===== config.mk =====
export PLATFORM = sky130hd
export DESIGN_NAME = flash_byte_write_word_packer_unit_flat
export DESIGN_NICKNAME = d
export VERILOG_FILES = /design/src/design/fbwp_pkg.sv /design/src/design/fbwp_intf.sv /design/src/design/flash_byte_write_word_packer_unit.sv /design/src/flat_wrapper.sv
export VERILOG_INCLUDE_DIRS = /design/src /design/src/design
export SDC_FILE = /design/constraint.sdc
export NUM_CORES = 1
export LEC_CHECK = 0
export ABC_AREA = 1
export BUFFER_PORTS_ARGS = -buffer_cell sky130_fd_sc_hd__buf_4
export CORE_MARGIN = 10
export CORE_UTILIZATION = 30
export CTS_BUF_LIST = sky130_fd_sc_hd__clkbuf_8
export DETAILED_ROUTE_END_ITERATION = 10
export PLACE_DENSITY = 0.47
export SYNTH_ARGS = -nofsm -noshare
export SYNTH_HDL_FRONTEND = slang
export SYNTH_SLANG_ARGS = --single-unit

===== constraint.sdc =====
create_clock -name clk -period 9.3 [get_ports clk]
set_input_delay 0.465 -clock clk [delete_from_list [all_inputs] [get_ports clk]]
set_output_delay 0.465 -clock clk [all_outputs]
set_load 0.02 [all_outputs]

===== src/design/flash_byte_write_word_packer_unit_assert.svh =====
// Assertion macros used by the packer RTL.
`ifndef FLASH_BYTE_WRITE_WORD_PACKER_UNIT_ASSERT_SVH
`define FLASH_BYTE_WRITE_WORD_PACKER_UNIT_ASSERT_SVH

// Check a property on every rising clock edge outside reset.
`define FBWP_ASSERT(lbl, prop, msg) \
	lbl: assert property (@(posedge clk) disable iff (!arst_n) prop) else $error(msg);

// Check a property on every rising clock edge, reset included.
`define FBWP_ASSERT_ALWAYS(lbl, prop, msg) \
	lbl: assert property (@(posedge clk) prop) else $error(msg);

`endif


===== src/design/fbwp_pkg.sv =====
`timescale 1ns / 1ps
package fbwp_pkg;

	localparam int ADDR_W     = 32;
	localparam int WORD_W     = 32;
	localparam int BYTE_W     = 8;
	localparam int LANES      = 4;
	localparam int CFG_IDX_W  = 2;
	localparam int FIFO_DEPTH = 4;
	localparam int FIFO_AW    = $clog2(FIFO_DEPTH);
	localparam int FIFO_CW    = FIFO_AW + 1;

	localparam logic [ADDR_W-1:0] ALL_ONES    = 32'hFFFF_FFFF;
	localparam logic [ADDR_W-1:0] OFFSET_BITS = 32'h0000_0003;
	localparam logic [ADDR_W-1:0] WORD_STEP   = 32'd4;

	typedef enum logic [CFG_IDX_W-1:0] {
		REG_RANGE_BASE  = 2'd0,
		REG_WINDOW_BASE = 2'd1,
		REG_LANE_ORDER  = 2'd2
	} cfg_reg_t;

	typedef struct packed {
		logic [WORD_W-1:0] data;
		logic [WORD_W-1:0] mask;
	} lanes_t;

	typedef struct packed {
		logic [ADDR_W-1:0] word_addr;
		logic [WORD_W-1:0] word_data;
		logic [WORD_W-1:0] lane_mask;
		logic              end_of_write;
	} result_t;

	// Place gathered bytes (offset k in bits 8k+7..8k) into their output lanes.
	function automatic lanes_t pack_lanes(logic [WORD_W-1:0] gw, logic [LANES-1:0] gm,
			logic order);
		lanes_t r;
		r = '0;
		for (int k = 0; k < LANES; k++) begin
			if (gm[k]) begin
				if (order) begin
					r.data[BYTE_W*k +: BYTE_W] = gw[BYTE_W*k +: BYTE_W];
					r.mask[BYTE_W*k +: BYTE_W] = '1;
				end else begin
					r.data[BYTE_W*(LANES-1-k) +: BYTE_W] = gw[BYTE_W*k +: BYTE_W];
					r.mask[BYTE_W*(LANES-1-k) +: BYTE_W] = '1;
				end
			end
		end
		return r;
	endfunction

endpackage


===== src/design/fbwp_intf.sv =====
`timescale 1ns / 1ps
interface fbwp_item_if;
	logic        valid;
	logic        ready;
	logic        start_req;
	logic [31:0] flash_addr;
	logic [7:0]  data_byte;
	logic        last;

	modport source (output valid, output start_req, output flash_addr, output data_byte,
		output last, input ready);
	modport sink (input valid, input start_req, input flash_addr, input data_byte,
		input last, output ready);
endinterface

interface fbwp_word_if;
	logic        valid;
	logic        ready;
	logic [31:0] word_addr;
	logic [31:0] word_data;
	logic [31:0] lane_mask;
	logic        end_of_write;

	modport source (output valid, output word_addr, output word_data, output lane_mask,
		output end_of_write, input ready);
	modport sink (input valid, input word_addr, input word_data, input lane_mask,
		input end_of_write, output ready);
endinterface

interface fbwp_cfg_if;
	logic        valid;
	logic        ready;
	logic [1:0]  index;
	logic [31:0] wdata;

	modport source (output valid, output index, output wdata, input ready);
	modport sink (input valid, input index, input wdata, output ready);
endinterface


===== src/design/flash_byte_write_word_packer_unit.sv =====
`timescale 1ns / 1ps
// Packs a byte stream of flash writes into aligned 32-bit words for the write window.
// One byte beat is taken per cycle while ready is high; each accepted byte updates the
// gather state in the same cycle and its finished words are registered into a four-entry
// result queue, whose oldest word is shown on the output. A start beat that interrupts
// a partial word can yield two words, which the queue absorbs; the input is held off
// only while fewer than two queue slots are free, so with the output taking a word
// every cycle the input runs at one beat per cycle unless two-word beats crowd the queue.
// Configuration writes are always taken and should only be issued while the block is idle.
`include "flash_byte_write_word_packer_unit_assert.svh"

module flash_byte_write_word_packer_unit
	import fbwp_pkg::*;
(
	input  logic         clk,
	input  logic         arst_n,
	fbwp_cfg_if.sink     cfg,
	fbwp_item_if.sink    item_in,
	fbwp_word_if.source  word_out
);

	logic [ADDR_W-1:0] range_base_q;
	logic [ADDR_W-1:0] window_base_q;
	logic              lane_order_q;

	logic [ADDR_W-1:0] cur_addr_q;
	logic [1:0]        lane_pos_q;
	logic [WORD_W-1:0] gword_q;
	logic [LANES-1:0]  gmask_q;
	logic              active_q;

	result_t           fifo_q [FIFO_DEPTH];
	logic [FIFO_AW-1:0] wr_ptr_q;
	logic [FIFO_AW-1:0] rd_ptr_q;
	logic [FIFO_CW-1:0] cnt_q;

	logic              acc;
	logic              take;
	logic              flush;
	logic              emit;
	logic [ADDR_W-1:0] vaddr;
	logic [ADDR_W-1:0] base_addr;
	logic [1:0]        base_pos;
	logic [WORD_W-1:0] base_word;
	logic [LANES-1:0]  base_mask;
	logic [WORD_W-1:0] new_word;
	logic [LANES-1:0]  new_mask;
	lanes_t            flush_lanes;
	lanes_t            main_lanes;
	result_t           flush_res;
	result_t           main_res;
	result_t           res0;
	logic [1:0]        push_n;
	logic              pop;

	assign cfg.ready = 1'b1;

	always_ff @(posedge clk or negedge arst_n) begin
		if (!arst_n) begin
			range_base_q  <= '0;
			window_base_q <= '0;
			lane_order_q  <= 1'b0;
		end else if (cfg.valid) begin
			case (cfg_reg_t'(cfg.index))
				REG_RANGE_BASE:  range_base_q  <= cfg.wdata;
				REG_WINDOW_BASE: window_base_q <= cfg.wdata;
				REG_LANE_ORDER:  lane_order_q  <= cfg.wdata[0];
				default: ;
			endcase
		end
	end

	assign item_in.ready = (cnt_q <= FIFO_CW'(FIFO_DEPTH - 2));
	assign acc  = item_in.valid && item_in.ready;
	assign take = acc && (item_in.start_req || active_q);

	always_comb begin
		vaddr     = window_base_q + (item_in.flash_addr - range_base_q);
		flush     = item_in.start_req && active_q && (gmask_q != '0);
		base_addr = item_in.start_req ? (vaddr & ~OFFSET_BITS) : cur_addr_q;
		base_pos  = item_in.start_req ? vaddr[1:0] : lane_pos_q;
		base_word = item_in.start_req ? '0 : gword_q;
		base_mask = item_in.start_req ? '0 : gmask_q;
		new_word  = base_word | (WORD_W'(item_in.data_byte) << {base_pos, 3'b000});
		new_mask  = base_mask | (LANES'(1) << base_pos);
		emit      = (base_pos == 2'd3) || item_in.last;

		flush_lanes = pack_lanes(gword_q, gmask_q, lane_order_q);
		main_lanes  = pack_lanes(new_word, new_mask, lane_order_q);

		flush_res.word_addr    = cur_addr_q;
		flush_res.word_data    = flush_lanes.data;
		flush_res.lane_mask    = flush_lanes.mask;
		flush_res.end_of_write = 1'b1;

		main_res.word_addr     = base_addr;
		main_res.word_data     = main_lanes.data;
		main_res.lane_mask     = main_lanes.mask;
		main_res.end_of_write  = item_in.last;

		res0   = flush ? flush_res : main_res;
		push_n = take ? (2'(flush) + 2'(emit)) : 2'd0;
	end

	always_ff @(posedge clk or negedge arst_n) begin
		if (!arst_n) begin
			cur_addr_q <= '0;
			lane_pos_q <= '0;
			gword_q    <= '0;
			gmask_q    <= '0;
			active_q   <= 1'b0;
		end else if (take) begin
			if (emit) begin
				gword_q    <= '0;
				gmask_q    <= '0;
				lane_pos_q <= '0;
				active_q   <= !item_in.last;
				cur_addr_q <= item_in.last ? base_addr : base_addr + WORD_STEP;
			end else begin
				gword_q    <= new_word;
				gmask_q    <= new_mask;
				lane_pos_q <= base_pos + 2'd1;
				active_q   <= 1'b1;
				cur_addr_q <= base_addr;
			end
		end
	end

	always_ff @(posedge clk) begin
		if (push_n != 2'd0) begin
			fifo_q[wr_ptr_q] <= res0;
		end
		if (push_n == 2'd2) begin
			fifo_q[wr_ptr_q + FIFO_AW'(1)] <= main_res;
		end
	end

	assign pop = word_out.valid && word_out.ready;

	always_ff @(posedge clk or negedge arst_n) begin
		if (!arst_n) begin
			wr_ptr_q <= '0;
			rd_ptr_q <= '0;
			cnt_q    <= '0;
		end else begin
			wr_ptr_q <= wr_ptr_q + FIFO_AW'(push_n);
			rd_ptr_q <= rd_ptr_q + FIFO_AW'(pop);
			cnt_q    <= cnt_q + FIFO_CW'(push_n) - FIFO_CW'(pop);
		end
	end

	assign word_out.valid        = (cnt_q != '0);
	assign word_out.word_addr    = fifo_q[rd_ptr_q].word_addr;
	assign word_out.word_data    = fifo_q[rd_ptr_q].word_data;
	assign word_out.lane_mask    = fifo_q[rd_ptr_q].lane_mask;
	assign word_out.end_of_write = fifo_q[rd_ptr_q].end_of_write;

	`FBWP_ASSERT(a_cnt_bound, cnt_q <= FIFO_CW'(FIFO_DEPTH), "result queue overflow")
	`FBWP_ASSERT(a_mask_needs_active, (gmask_q != '0) |-> active_q, "bytes gathered while idle")
	`FBWP_ASSERT(a_idle_clean, !active_q |-> (gmask_q == '0 && lane_pos_q == 2'd0), "idle state not clean")
	`FBWP_ASSERT(a_cnt_step, 1'b1 |=> (cnt_q <= $past(cnt_q) + FIFO_CW'(2)), "queue grew by more than two")

endmodule


===== src/flat_wrapper.sv =====
// flat-port wrapper written by rule: the top's interface ports become plain ports
module flash_byte_write_word_packer_unit_flat import fbwp_pkg::*;
  (clk, arst_n, cfg_valid, cfg_index, cfg_wdata, cfg_ready, item_in_valid, item_in_start_req, item_in_flash_addr, item_in_data_byte, item_in_last, item_in_ready, word_out_valid, word_out_word_addr, word_out_word_data, word_out_lane_mask, word_out_end_of_write, word_out_ready);
  fbwp_cfg_if cfg_i ();
  fbwp_item_if item_in_i ();
  fbwp_word_if word_out_i ();
  input  logic clk;
  input  logic arst_n;
  input wire logic [$bits(cfg_i.valid)-1:0] cfg_valid;
  input wire logic [$bits(cfg_i.index)-1:0] cfg_index;
  input wire logic [$bits(cfg_i.wdata)-1:0] cfg_wdata;
  output wire logic [$bits(cfg_i.ready)-1:0] cfg_ready;
  input wire logic [$bits(item_in_i.valid)-1:0] item_in_valid;
  input wire logic [$bits(item_in_i.start_req)-1:0] item_in_start_req;
  input wire logic [$bits(item_in_i.flash_addr)-1:0] item_in_flash_addr;
  input wire logic [$bits(item_in_i.data_byte)-1:0] item_in_data_byte;
  input wire logic [$bits(item_in_i.last)-1:0] item_in_last;
  output wire logic [$bits(item_in_i.ready)-1:0] item_in_ready;
  output wire logic [$bits(word_out_i.valid)-1:0] word_out_valid;
  output wire logic [$bits(word_out_i.word_addr)-1:0] word_out_word_addr;
  output wire logic [$bits(word_out_i.word_data)-1:0] word_out_word_data;
  output wire logic [$bits(word_out_i.lane_mask)-1:0] word_out_lane_mask;
  output wire logic [$bits(word_out_i.end_of_write)-1:0] word_out_end_of_write;
  input wire logic [$bits(word_out_i.ready)-1:0] word_out_ready;
  assign cfg_i.valid = cfg_valid;
  assign cfg_i.index = cfg_index;
  assign cfg_i.wdata = cfg_wdata;
  assign cfg_ready = cfg_i.ready;
  assign item_in_i.valid = item_in_valid;
  assign item_in_i.start_req = item_in_start_req;
  assign item_in_i.flash_addr = item_in_flash_addr;
  assign item_in_i.data_byte = item_in_data_byte;
  assign item_in_i.last = item_in_last;
  assign item_in_ready = item_in_i.ready;
  assign word_out_valid = word_out_i.valid;
  assign word_out_word_addr = word_out_i.word_addr;
  assign word_out_word_data = word_out_i.word_data;
  assign word_out_lane_mask = word_out_i.lane_mask;
  assign word_out_end_of_write = word_out_i.end_of_write;
  assign word_out_i.ready = word_out_ready;
  flash_byte_write_word_packer_unit u_core (.clk(clk), .arst_n(arst_n), .cfg(cfg_i), .item_in(item_in_i), .word_out(word_out_i));
endmodule

==> run_results.csv, run 1 <==
group,metric,value,unit
status,outcome,"complete, no violations",
route,drt-total-wl,86600,um
yosys,yosys-top-cells-area,"edfxtp_1 32%, dfrtp_1 14%, nand2_1 11%",
clock_tree,ctsHoldBuffers,13,
sta,fin_crit,6.47,ns
yosys,seq_area_frac_synth,0.463,
worst_setup_path,cp_top_family,"buffers and inverters",
yosys,synth_cell_types,51,
die,coreArea,85000,um2
layout,final_area,29500,um2
power,p_leak,12.7,nW
worst_setup_path,cp.arrival,6.74,ns
sta,relSlewSlack,0.220,
layout,regArea,11900,um2
run,max_cap_viol_count,0,
layout,finalNonFillerCells,4518,
grt,grt_pass1_vias,21500,
worst_setup_path,start_kind,"register",
route,wl_per_cell,19.2,um
sta,worst_slew_pin_slew,1.17,ns
grt,use_met1,0.243,
power,internal_power,4.89,mW
layout,mostFrequentLayoutCells,"749 x nand2_1, 475 x o21ai_0, 462 x inv_1, 276 x edfxtp_1, 228 x nor2_1",
worst_setup_path,critPathMaxFanout,69,
die,die-height,312,um
yosys,yosys.area_share.xor_xnor,0.00546,
grt,grt_most_used_layer,"met2",
grt,grt_usage,0.174,
layout,fin_nets,3473,
hold_path,min_from,"cfg_wdata[8]",
route,firstDrtPassIters,6,
sta,fin_ws,2.83,ns
worst_setup_path,cp-end-kind,"register",
yosys,synth_compound_area_frac,0.167,
grt,use_met3,0.0395,
clock_tree,cts_buffer_depth,3,
yosys,ys.flop_type,"edfxtp_1",
place,place_inst,4371,
clock_tree,cts.sinks,419,
clock_tree,numCtsBuffers,75,
sta,rsz0062_at_grt,"no",
clock_tree,post_cts_resized,0,
route,vias_per_cell,4.84,
route,drc_errors,0,
clock_tree,path_clk_slew,0.06,ns
power,finalPower,9.35,mW
route,drt_iter0_drc,1919,
die,num_io_pins,181,
yosys,synth-seq-cells,419,
worst_setup_path,r2r-end,"u_core.fifo_q[2][85]",
place,dpl.hpwl,61100,um
yosys,synth_top_family_by_area,"simple AND/OR/NAND/NOR gates",
worst_setup_path,slowest_delay,0.88,ns
die,start_util,0.302,
yosys,synth_warnings,0,
place,placed_area,27800,um2
sta,max_freq,154,MHz
sta,fin_crit_sh,0.696,
route,ant_nets,0,
power,comb_power_share,0.528,
yosys,ys_async_sr_fraction,0.341,
place,dp_slack,2.58,ns
layout,multi_input_area,11200,um2
worst_setup_path,r2r_cells,16,
yosys,synth-simple-area-share,0.215,
yosys,synth_cells,3202,
grt,grt_pass1_wl,133000,um
layout,drive_above_1_share,0.143,
sta,slew_viol_final,0,
die,dieArea,97600,um2
yosys,synth_adder_area_share,0.0459,
clock_tree,h-tree-depth,3,
layout,layout_commonest_cell,"nand2_1",
power,peakVddDrop,0.129,mV
sta,hold_viol,0,
grt,grt.overflow.total,0,
worst_setup_path,reg2reg_slack,2.83,ns
sta,clock_skew,0.0630,ns
sta,fin_tns_setup,0,ns
place,io_buffers,179,
yosys,synth-edff-count,276,
worst_setup_path,crit_buf_inv,6,
layout,area_delta_synth_final,14.9,%
worst_setup_path,crit_slowest_cell,"buf_4",
yosys,syn_area_per_cell,8.01,um2
clock_tree,postCtsSetupRepairBufs,0,
sta,finalSetupViolations,0,
grt,grt_start_max_net_pins,87,
place,gp_routability_congestion,0.909,
die,die_x,312,um
yosys,yosysTopAreaCell,"edfxtp_1",
power,swShare,0.477,
yosys,syn-num-nets,3358,
layout,fill_cells,8987,
power,power_density,317,nW/um2
worst_setup_path,path_cells,"inv_1 > fa_1 > inv_1 > fa_1 > nand2_1 > o21ai_2 > ha_1 > nor2_1 > inv_1 > ha_1 > nor2_1 > inv_2 > nor2_4 > inv_2 > o21ai_4 > buf_4",
power,power_frac_seq,0.280,
clock_tree,cts_tree,"built",
power,pwr-share-clk,0.192,
yosys,synthMuxAreaShare,0,
yosys,syn-cell-area,25700,um2
clock_tree,clkLatencyLatePin,0.70,ns
grt,met2_usage,0.265,
worst_setup_path,cp_common_cell,"inv_1",
power,power.switching,4.46,mW
route,vias,21900,
worst_setup_path,rr_startpoint,"u_core.window_base_q[1]",
grt,antenna_found_initial,3,
hold_path,holdPathStages,3,
die,rows,107,
hold_path,hold_class,"in -> reg",
hold_path,min_to,"u_core.range_base_q[8]",
worst_setup_path,cp.required,9.57,ns
clock_tree,root_buffer,"clkbuf_8",
worst_setup_path,path_class,"reg -> reg",
yosys,synth_top_area_share,0.323,
## flip-flops by register name, indices dropped and copies added (netlist names)
| signal | count |
|---|---|
| u_core.fifo_q | 276 |
| u_core.wr_ptr_q | 2 |
| u_core.cur_addr_q | 32 |
| u_core.rd_ptr_q | 2 |
| u_core.window_base_q | 32 |
| u_core.active_q | 1 |
| u_core.range_base_q | 32 |
| u_core.gmask_q | 4 |
| u_core.lane_order_q | 1 |
| u_core.lane_pos_q | 2 |
| u_core.cnt_q | 3 |
| u_core.gword_q | 32 |
## power by group through the flow
stage | Combinational [mW] | Sequential [mW] | Clock [mW]
2_1_floorplan | 3.32 | 2.58 | 0
3_3_place_gp | 4.94 | 2.65 | 0
3_5_place_dp | 4.97 | 2.65 | 0
4_1_cts | 4.99 | 2.61 | 1.84
5_1_grt | 5.54 | 2.65 | 1.92
6_report | 4.94 | 2.62 | 1.79
## routing by layer
layer | vias to the layer above | part of all wire
met2 | 685 | 0.43
met4 | 2 | 0.022
li1 | 10800 | -
met5 | - | 0.00015
met1 | 10300 | 0.47
met3 | 111 | 0.072
## logic make-up after synthesis
logic type | count (synthesis)
flops | 419
other cells | 1
buf+inv | 654
fa+ha+maj | 75
xor+xnor | 16
compound gates | 789
simple gates | 1248
## stage by stage
stage | hold WS, ns | util
final | 0.0551 | 0.347
after global placement | 0.468 | 0.327
after CTS | 0.00103 | 0.347
after floorplan | 0.169 | -
after detailed placement | 0.474 | 0.327
after global routing | 0.0515 | 0.347
## final cells by class
| class | instances | area share |
|---|---|---|
| antenna | 1 | 0.0000849 |
| clock buffer | 82 | 0.0383 |
| clock inverter | 51 | 0.0128 |
| inverter | 471 | 0.0602 |
| multi-input combinational | 2129 | 0.380 |
| sequential | 419 | 0.403 |
| tap | 1144 | 0.0486 |
| timing repair buffer | 221 | 0.0575 |
## worst max-delay path by stage
stage	to	cells after the start	startpoint	slack, ns
2_1_floorplan	u_core.fifo_q[0][0]	13	item_in_flash_addr[1]	0.89
3_3_place_gp	u_core.fifo_q[2][76]	17	item_in_flash_addr[1]	2.67
3_5_place_dp	u_core.fifo_q[2][76]	17	item_in_flash_addr[1]	2.58
4_1_cts	u_core.fifo_q[2][85]	16	u_core.window_base_q[1]	2.75
5_1_grt	u_core.fifo_q[2][85]	16	u_core.window_base_q[1]	2.44
6_report	u_core.fifo_q[2][85]	16	u_core.window_base_q[1]	2.83
## worst register-to-register path: stages, from the launching register on
cell and delay (ns):
dfrtp_1 0.34, inv_1 0.06, fa_1 0.67, inv_1 0.11, fa_1 0.44, nand2_1 0.08
o21ai_2 0.24, ha_1 0.32, nor2_1 0.55, inv_1 0.11, ha_1 0.33, nor2_1 0.15
inv_2 0.12, nor2_4 0.68, inv_2 0.72, o21ai_4 0.20, buf_4 0.88
## synthesized netlist by cell type (3+ instances only)
master    count
a21oi_1      47
a32oi_1       9
and2_1        4
buf_1         9
buf_2        30
buf_4        31
clkbuf_1    107
clkbuf_8      4
dfrtp_1     143
edfxtp_1    276
fa_1         32
ha_1         43
inv_1       441
inv_2        27
nand2_1     749
nand2_2      39
nand2_4      14
nand3_1     114
nand3_2      18
nand3b_1      4
nand4_1      14
nor2_1      229
nor2_2       25
nor2_4       16
nor3_1        5
o21a_1        7
o21ai_0     479
o21ai_1      40
o21ai_2       3
o22ai_1     197
or2_2         8
xnor2_1       4
xor2_1       12
Note: power is estimated with default switching activity, not from simulation.
==> run 2: changes to the inputs <==
--- a/config.mk
+++ b/config.mk
@@ -12,7 +12,7 @@
 export CORE_UTILIZATION = 30
 export CTS_BUF_LIST = sky130_fd_sc_hd__clkbuf_8
 export DETAILED_ROUTE_END_ITERATION = 10
-export PLACE_DENSITY = 0.47
+export PLACE_DENSITY = 0.49
 export SYNTH_ARGS = -nofsm -noshare
 export SYNTH_HDL_FRONTEND = slang
 export SYNTH_SLANG_ARGS = --single-unit
==> constraint.sdc (replaced) <==
create_clock -name clk -period 5.5 [get_ports clk]
set_input_delay 0.275 -clock clk [delete_from_list [all_inputs] [get_ports clk]]
set_output_delay 0.275 -clock clk [all_outputs]
set_load 0.02 [all_outputs]
==> run 2 against run 1 <==
Routed wire length rose by 0.13%. Final area rose by 1.3%. Critical path type unchanged. Clock-buffer cell count fell by 1.
==> run_results.csv, run 2 (synthesis results as in run 1) <==
group,metric,value,unit
sta,fin_crit,4.44,ns
layout,area_delta_synth_final,16.4,%
run,max_cap_viol_count,0,
worst_setup_path,crit_slowest_cell,"o21ai_4",
route,dr_wl_met2,37900,um
clock_tree,cts_buffer_depth,3,
place,io_buffers,179,
route,firstDrtPassIters,6,
power,p_leak,12.8,nW
layout,finalNonFillerCells,4564,
worst_setup_path,start_kind,"register",
layout,fill_cells,8897,
clock_tree,postCtsSetupRepairBufs,0,
route,highest_layer,"met5",
die,start_util,0.302,
worst_setup_path,cp-end-kind,"register",
die,dieArea,97600,um2
route,drt-total-wl,86800,um
grt,grt_pass1_vias,21500,
worst_setup_path,path_class,"reg -> reg",
clock_tree,root_buffer,"clkbuf_8",
layout,drive_above_1_share,0.145,
die,coreArea,85000,um2
worst_setup_path,reg2reg_slack,1.06,ns
place,gp_routability_congestion,0.882,
grt,antenna_found_initial,2,
power,peakVddDrop,0.251,mV
die,die-height,312,um
clock_tree,numCtsBuffers,76,
layout,fin_nets,3517,
sta,slew_viol_final,0,
place,dp_slack,0.938,ns
grt,grt_usage,0.173,
clock_tree,post_cts_resized,0,
sta,max_freq,225,MHz
place,dpl.hpwl,61500,um
sta,worst_slew_pin_slew,1.10,ns
sta,hold_viol,0,
power,power_density,525,nW/um2
worst_setup_path,crit_buf_inv,5,
route,wl_met1,41700,um
route,drt_iter0_drc,2121,
place,placed_area,28000,um2
place,place_inst,4384,
worst_setup_path,slowest_delay,0.76,ns
sta,fin_tns_setup,0,ns
route,vias,22300,
sta,relSlewSlack,0.256,
sta,fin_ws,1.06,ns
worst_setup_path,cp_top_family,"adder cells",
layout,regMostFlops,"u_core.fifo_q",
sta,finalSetupViolations,0,
layout,mostFrequentLayoutCells,"749 x nand2_1, 475 x o21ai_0, 453 x inv_1, 276 x edfxtp_1, 228 x nor2_1",
hold_path,hold_class,"in -> async",
layout,final_area,29900,um2
route,wl_per_cell,19.0,um
route,ant_nets,0,
clock_tree,clkLatencyLatePin,0.70,ns
layout,multi_input_area,11200,um2
sta,fin_hold_ws,0.0471,ns
clock_tree,h-tree-depth,3,
worst_setup_path,cp.required,5.87,ns
die,die_x,312,um
worst_setup_path,cp_common_cell,"inv_1",
sta,fin_crit_sh,0.808,
status,outcome,"complete, no violations",
die,rows,107,
worst_setup_path,cp.arrival,4.82,ns
worst_setup_path,critPathMaxFanout,24,
worst_setup_path,path_cells,"inv_1 > fa_1 > inv_1 > fa_1 > nand2_1 > o21ai_2 > ha_1 > nor2_1 > inv_1 > ha_1 > o21ai_0 > buf_4 > o21ai_4 > buf_4",
route,wl_met3,5620,um
die,num_io_pins,181,
grt,grt_start_max_net_pins,84,
sta,rsz0062_at_grt,"no",
clock_tree,cts_tree,"built",
grt,grt.overflow.total,0,
layout,layout_commonest_cell,"nand2_1",
layout,largest_reg_flops,276,
layout,regArea,11900,um2
route,drc_errors,0,
clock_tree,path_clk_slew,0.06,ns
clock_tree,cts.sinks,419,
grt,grt_pass1_wl,133000,um
sta,clock_skew,0.0351,ns
route,vias_per_cell,4.89,
==> run 2: power breakdown <==
group,internal [mW],switching (mW),total (mW)
Sequential,4.10,0.311,4.41
Clock,1.43,1.44,2.87
Combinational,2.57,5.83,8.40
Total,8.10,7.58,15.7
==> run 2: area by class of cell <==
cell class / count / area share
antenna: 1 / 0.0000838
clock buffer: 81 / 0.0373
clock inverter: 55 / 0.0104
inverter: 471 / 0.0594
multi-input combinational: 2129 / 0.374
sequential: 419 / 0.398
tap: 1144 / 0.0480
timing repair buffer: 264 / 0.0726
==> run 2: worst paths after layout <==
path / startpoint / endpoint / depth (start not counted)
max in group asynchronous: arst_n / u_core.rd_ptr_q[0] / 3
hold / removal: arst_n / u_core.window_base_q[11] / 2
min in group clk: item_in_data_byte[6] / u_core.gword_q[6] / 4
setup reg to reg: u_core.window_base_q[1] / u_core.fifo_q[1][89] / 14
hold reg to reg: u_core.window_base_q[5] / u_core.window_base_q[5] / 2
setup / recovery: u_core.window_base_q[1] / u_core.fifo_q[1][89] / 14
==> run 2: per-stage QoR <==
step	util	total power [mW]
2_1_floorplan	-	9.98
3_3_place_gp	0.329	12.8
3_5_place_dp	0.329	12.9
4_1_cts	0.351	15.8
5_1_grt	0.351	16.9
6_report	0.351	15.7
==> run 2: timing repair <==
item	in CTS	in global routing
endpoints found under the setup margin	0	0
hold buffers	43	0
hold endpoints to repair	113	0
==> run 2: per-layer routing <==
layer  vias to the layer above  GRT usage
li1                      10900          -
met5                         -          0
met2                       721      0.261
met4                         2     0.0434
met3                       105     0.0282
met1                     10600      0.254
==> run 3: changes to the inputs <==
--- a/config.mk
+++ b/config.mk
@@ -12,7 +12,7 @@
 export CORE_UTILIZATION = 30
 export CTS_BUF_LIST = sky130_fd_sc_hd__clkbuf_8
 export DETAILED_ROUTE_END_ITERATION = 10
-export PLACE_DENSITY = 0.49
+export PLACE_DENSITY = 0.47
 export SYNTH_ARGS = -nofsm -noshare
 export SYNTH_HDL_FRONTEND = slang
 export SYNTH_SLANG_ARGS = --single-unit
==> constraint.sdc (replaced) <==
create_clock -name clk -period 4.39 [get_ports clk]
set_input_delay 0.2195 -clock clk [delete_from_list [all_inputs] [get_ports clk]]
set_output_delay 0.2195 -clock clk [all_outputs]
set_load 0.02 [all_outputs]
==> run 3 against run 2 <==
Critical path depth grew 3. Final area increased by 0.55%. Clock power grew 24%. Clock-buffer cell count is 2 higher. Via count fell by 0.92%. Sequential power grew 27%. First-iteration DRC count down 7.5%. Worst hold slack improved by 0.023 ns. Non-clock buffer count increased by 14. Largest cell class unchanged. Register-to-register slack got worse by 0.75 ns. Clock skew increased by 0.021 ns. Routed wire length rose by 0.23%. Highest routed layer unchanged.
==> run_results.csv, run 3 (synthesis results as in run 1) <==
group,metric,value,unit
clock_tree,cts_tree,"built",
sta,hold_viol,0,
sta,worst_slew_pin_slew,0.935,ns
worst_setup_path,cp.depth,17,
die,coreArea,85000,um2
layout,final_util,0.353,
power,peakVddDrop,0.316,mV
worst_setup_path,r2r-end,"u_core.fifo_q[3][52]",
hold_path,holdPathStages,3,
run,max_cap_viol_count,0,
worst_setup_path,path_class,"reg -> reg",
clock_tree,postCtsSetupRepairBufs,0,
power,p_leak,12.9,nW
worst_setup_path,cp.arrival,4.42,ns
clock_tree,cts_buffer_depth,3,
die,rows,107,
layout,area_delta_synth_final,17.0,%
clock_tree,clkLatencyLatePin,0.69,ns
layout,layout_commonest_cell,"nand2_1",
layout,drive_above_1_share,0.147,
sta,fin_hold_ws,0.0697,ns
layout,fill_cells,9025,
sta,finalSetupViolations,0,
sta,relSlewSlack,0.375,
sta,fin_ws,0.308,ns
clock_tree,path_clk_slew,0.06,ns
route,drt-total-wl,87000,um
power,finalPower,19.6,mW
grt,grt_pass1_wl,133000,um
worst_setup_path,crit_buf_inv,6,
route,vias,22100,
sta,rsz0062_at_grt,"no",
die,die_x,312,um
die,dieArea,97600,um2
worst_setup_path,rr_startpoint,"u_core.window_base_q[1]",
sta,slew_viol_final,0,
place,gp_routability_congestion,0.857,
sta,clock_skew,0.0557,ns
grt,grt.overflow.total,0,
worst_setup_path,start_kind,"register",
place,placed_area,28100,um2
route,ant_nets,0,
worst_setup_path,cp-end-kind,"register",
clock_tree,cts.sinks,419,
hold_path,hold_class,"in -> reg",
sta,fin_tns_setup,0,ns
clock_tree,numCtsBuffers,76,
clock_tree,root_buffer,"clkbuf_8",
place,place_inst,4395,
layout,fin_nets,3531,
route,firstDrtPassIters,6,
clock_tree,h-tree-depth,3,
layout,finalNonFillerCells,4578,
layout,largest_reg_flops,276,
sta,fin_crit,4.08,ns
worst_setup_path,critPathMaxFanout,40,
hold_path,min_from,"item_in_data_byte[3]",
worst_setup_path,crit_slowest_cell,"inv_2",
die,die-height,312,um
worst_setup_path,path_cells,"inv_1 > fa_1 > inv_1 > fa_1 > nand2_1 > o21ai_2 > ha_1 > nor2_4 > inv_1 > ha_1 > nor2_1 > inv_2 > nor2_4 > inv_2 > nand2_2 > inv_2 > o22ai_1",
die,num_io_pins,181,
hold_path,min_to,"u_core.gword_q[19]",
place,io_buffers,179,
power,power_density,653,nW/um2
worst_setup_path,slowest_delay,0.67,ns
worst_setup_path,reg2reg_slack,0.31,ns
place,dpl.hpwl,61500,um
route,drt_iter0_drc,1961,
route,drc_errors,0,
grt,grt_pass1_vias,21700,
worst_setup_path,cp_top_family,"adder cells",
die,start_util,0.302,
grt,grt_usage,0.174,
route,wl_per_cell,19.0,um
layout,final_area,30000,um2
grt,grt_start_max_net_pins,85,
sta,max_freq,245,MHz
layout,regMostFlops,"u_core.fifo_q",
layout,mostFrequentLayoutCells,"749 x nand2_1, 474 x o21ai_0, 460 x inv_1, 276 x edfxtp_1, 227 x nor2_1",
route,vias_per_cell,4.83,
worst_setup_path,cp.required,4.73,ns
sta,fin_crit_sh,0.930,
grt,antenna_found_initial,6,
worst_setup_path,r2r_cells,17,
place,dp_slack,0.329,ns
status,outcome,"complete, no violations",
[run 3: area by class of cell]
type	instances	area (um2)	share of cell area
diodes	2	5.00	0.000167
clock buffers	83	1140	0.0381
clock inverters	52	274	0.00913
inverters	471	1770	0.0591
multi-input cells	2129	11200	0.373
flip-flops and latches	419	11900	0.396
well taps	1144	1430	0.0477
repair buffers	278	2330	0.0777
[run 3: timing repair]
item	CTS	global route
hold buffers	46	0
hold endpoints to repair	151	0
resized for setup	0	0
[run 3: power by group]
group | switching, mW | total, mW | internal [mW]
clock network | 1.76 | 3.57 | 1.80
logic | 7.16 | 10.4 | 3.28
registers | 0.460 | 5.60 | 5.14
total | 9.39 | 19.6 | 10.2
[run 3: worst min-delay path: cells and delay by family]
family,cells,cell delay (ns)
AO/OA/AOI/OAI,2,0.32
buffers and inverters,1,0.11
[run 3: worst max path at each step]
stage,from,end
floorplan,u_core.range_base_q[0],u_core.fifo_q[1][0]
CTS,u_core.window_base_q[1],u_core.fifo_q[3][52]
global route,u_core.window_base_q[1],u_core.fifo_q[3][56]
finish,u_core.window_base_q[1],u_core.fifo_q[3][52]
detailed placement,u_core.window_base_q[1],u_core.fifo_q[3][52]
global placement,u_core.window_base_q[1],u_core.fifo_q[3][33]
[run 3: metal layers]
layer  vias up  global-route usage  share of wire
met5         -                   0        0.00055
met4         8              0.0419          0.017
met3       103              0.0315          0.064
met2       626               0.266           0.43
met1     10400               0.252           0.48
li1      10900                   -              -
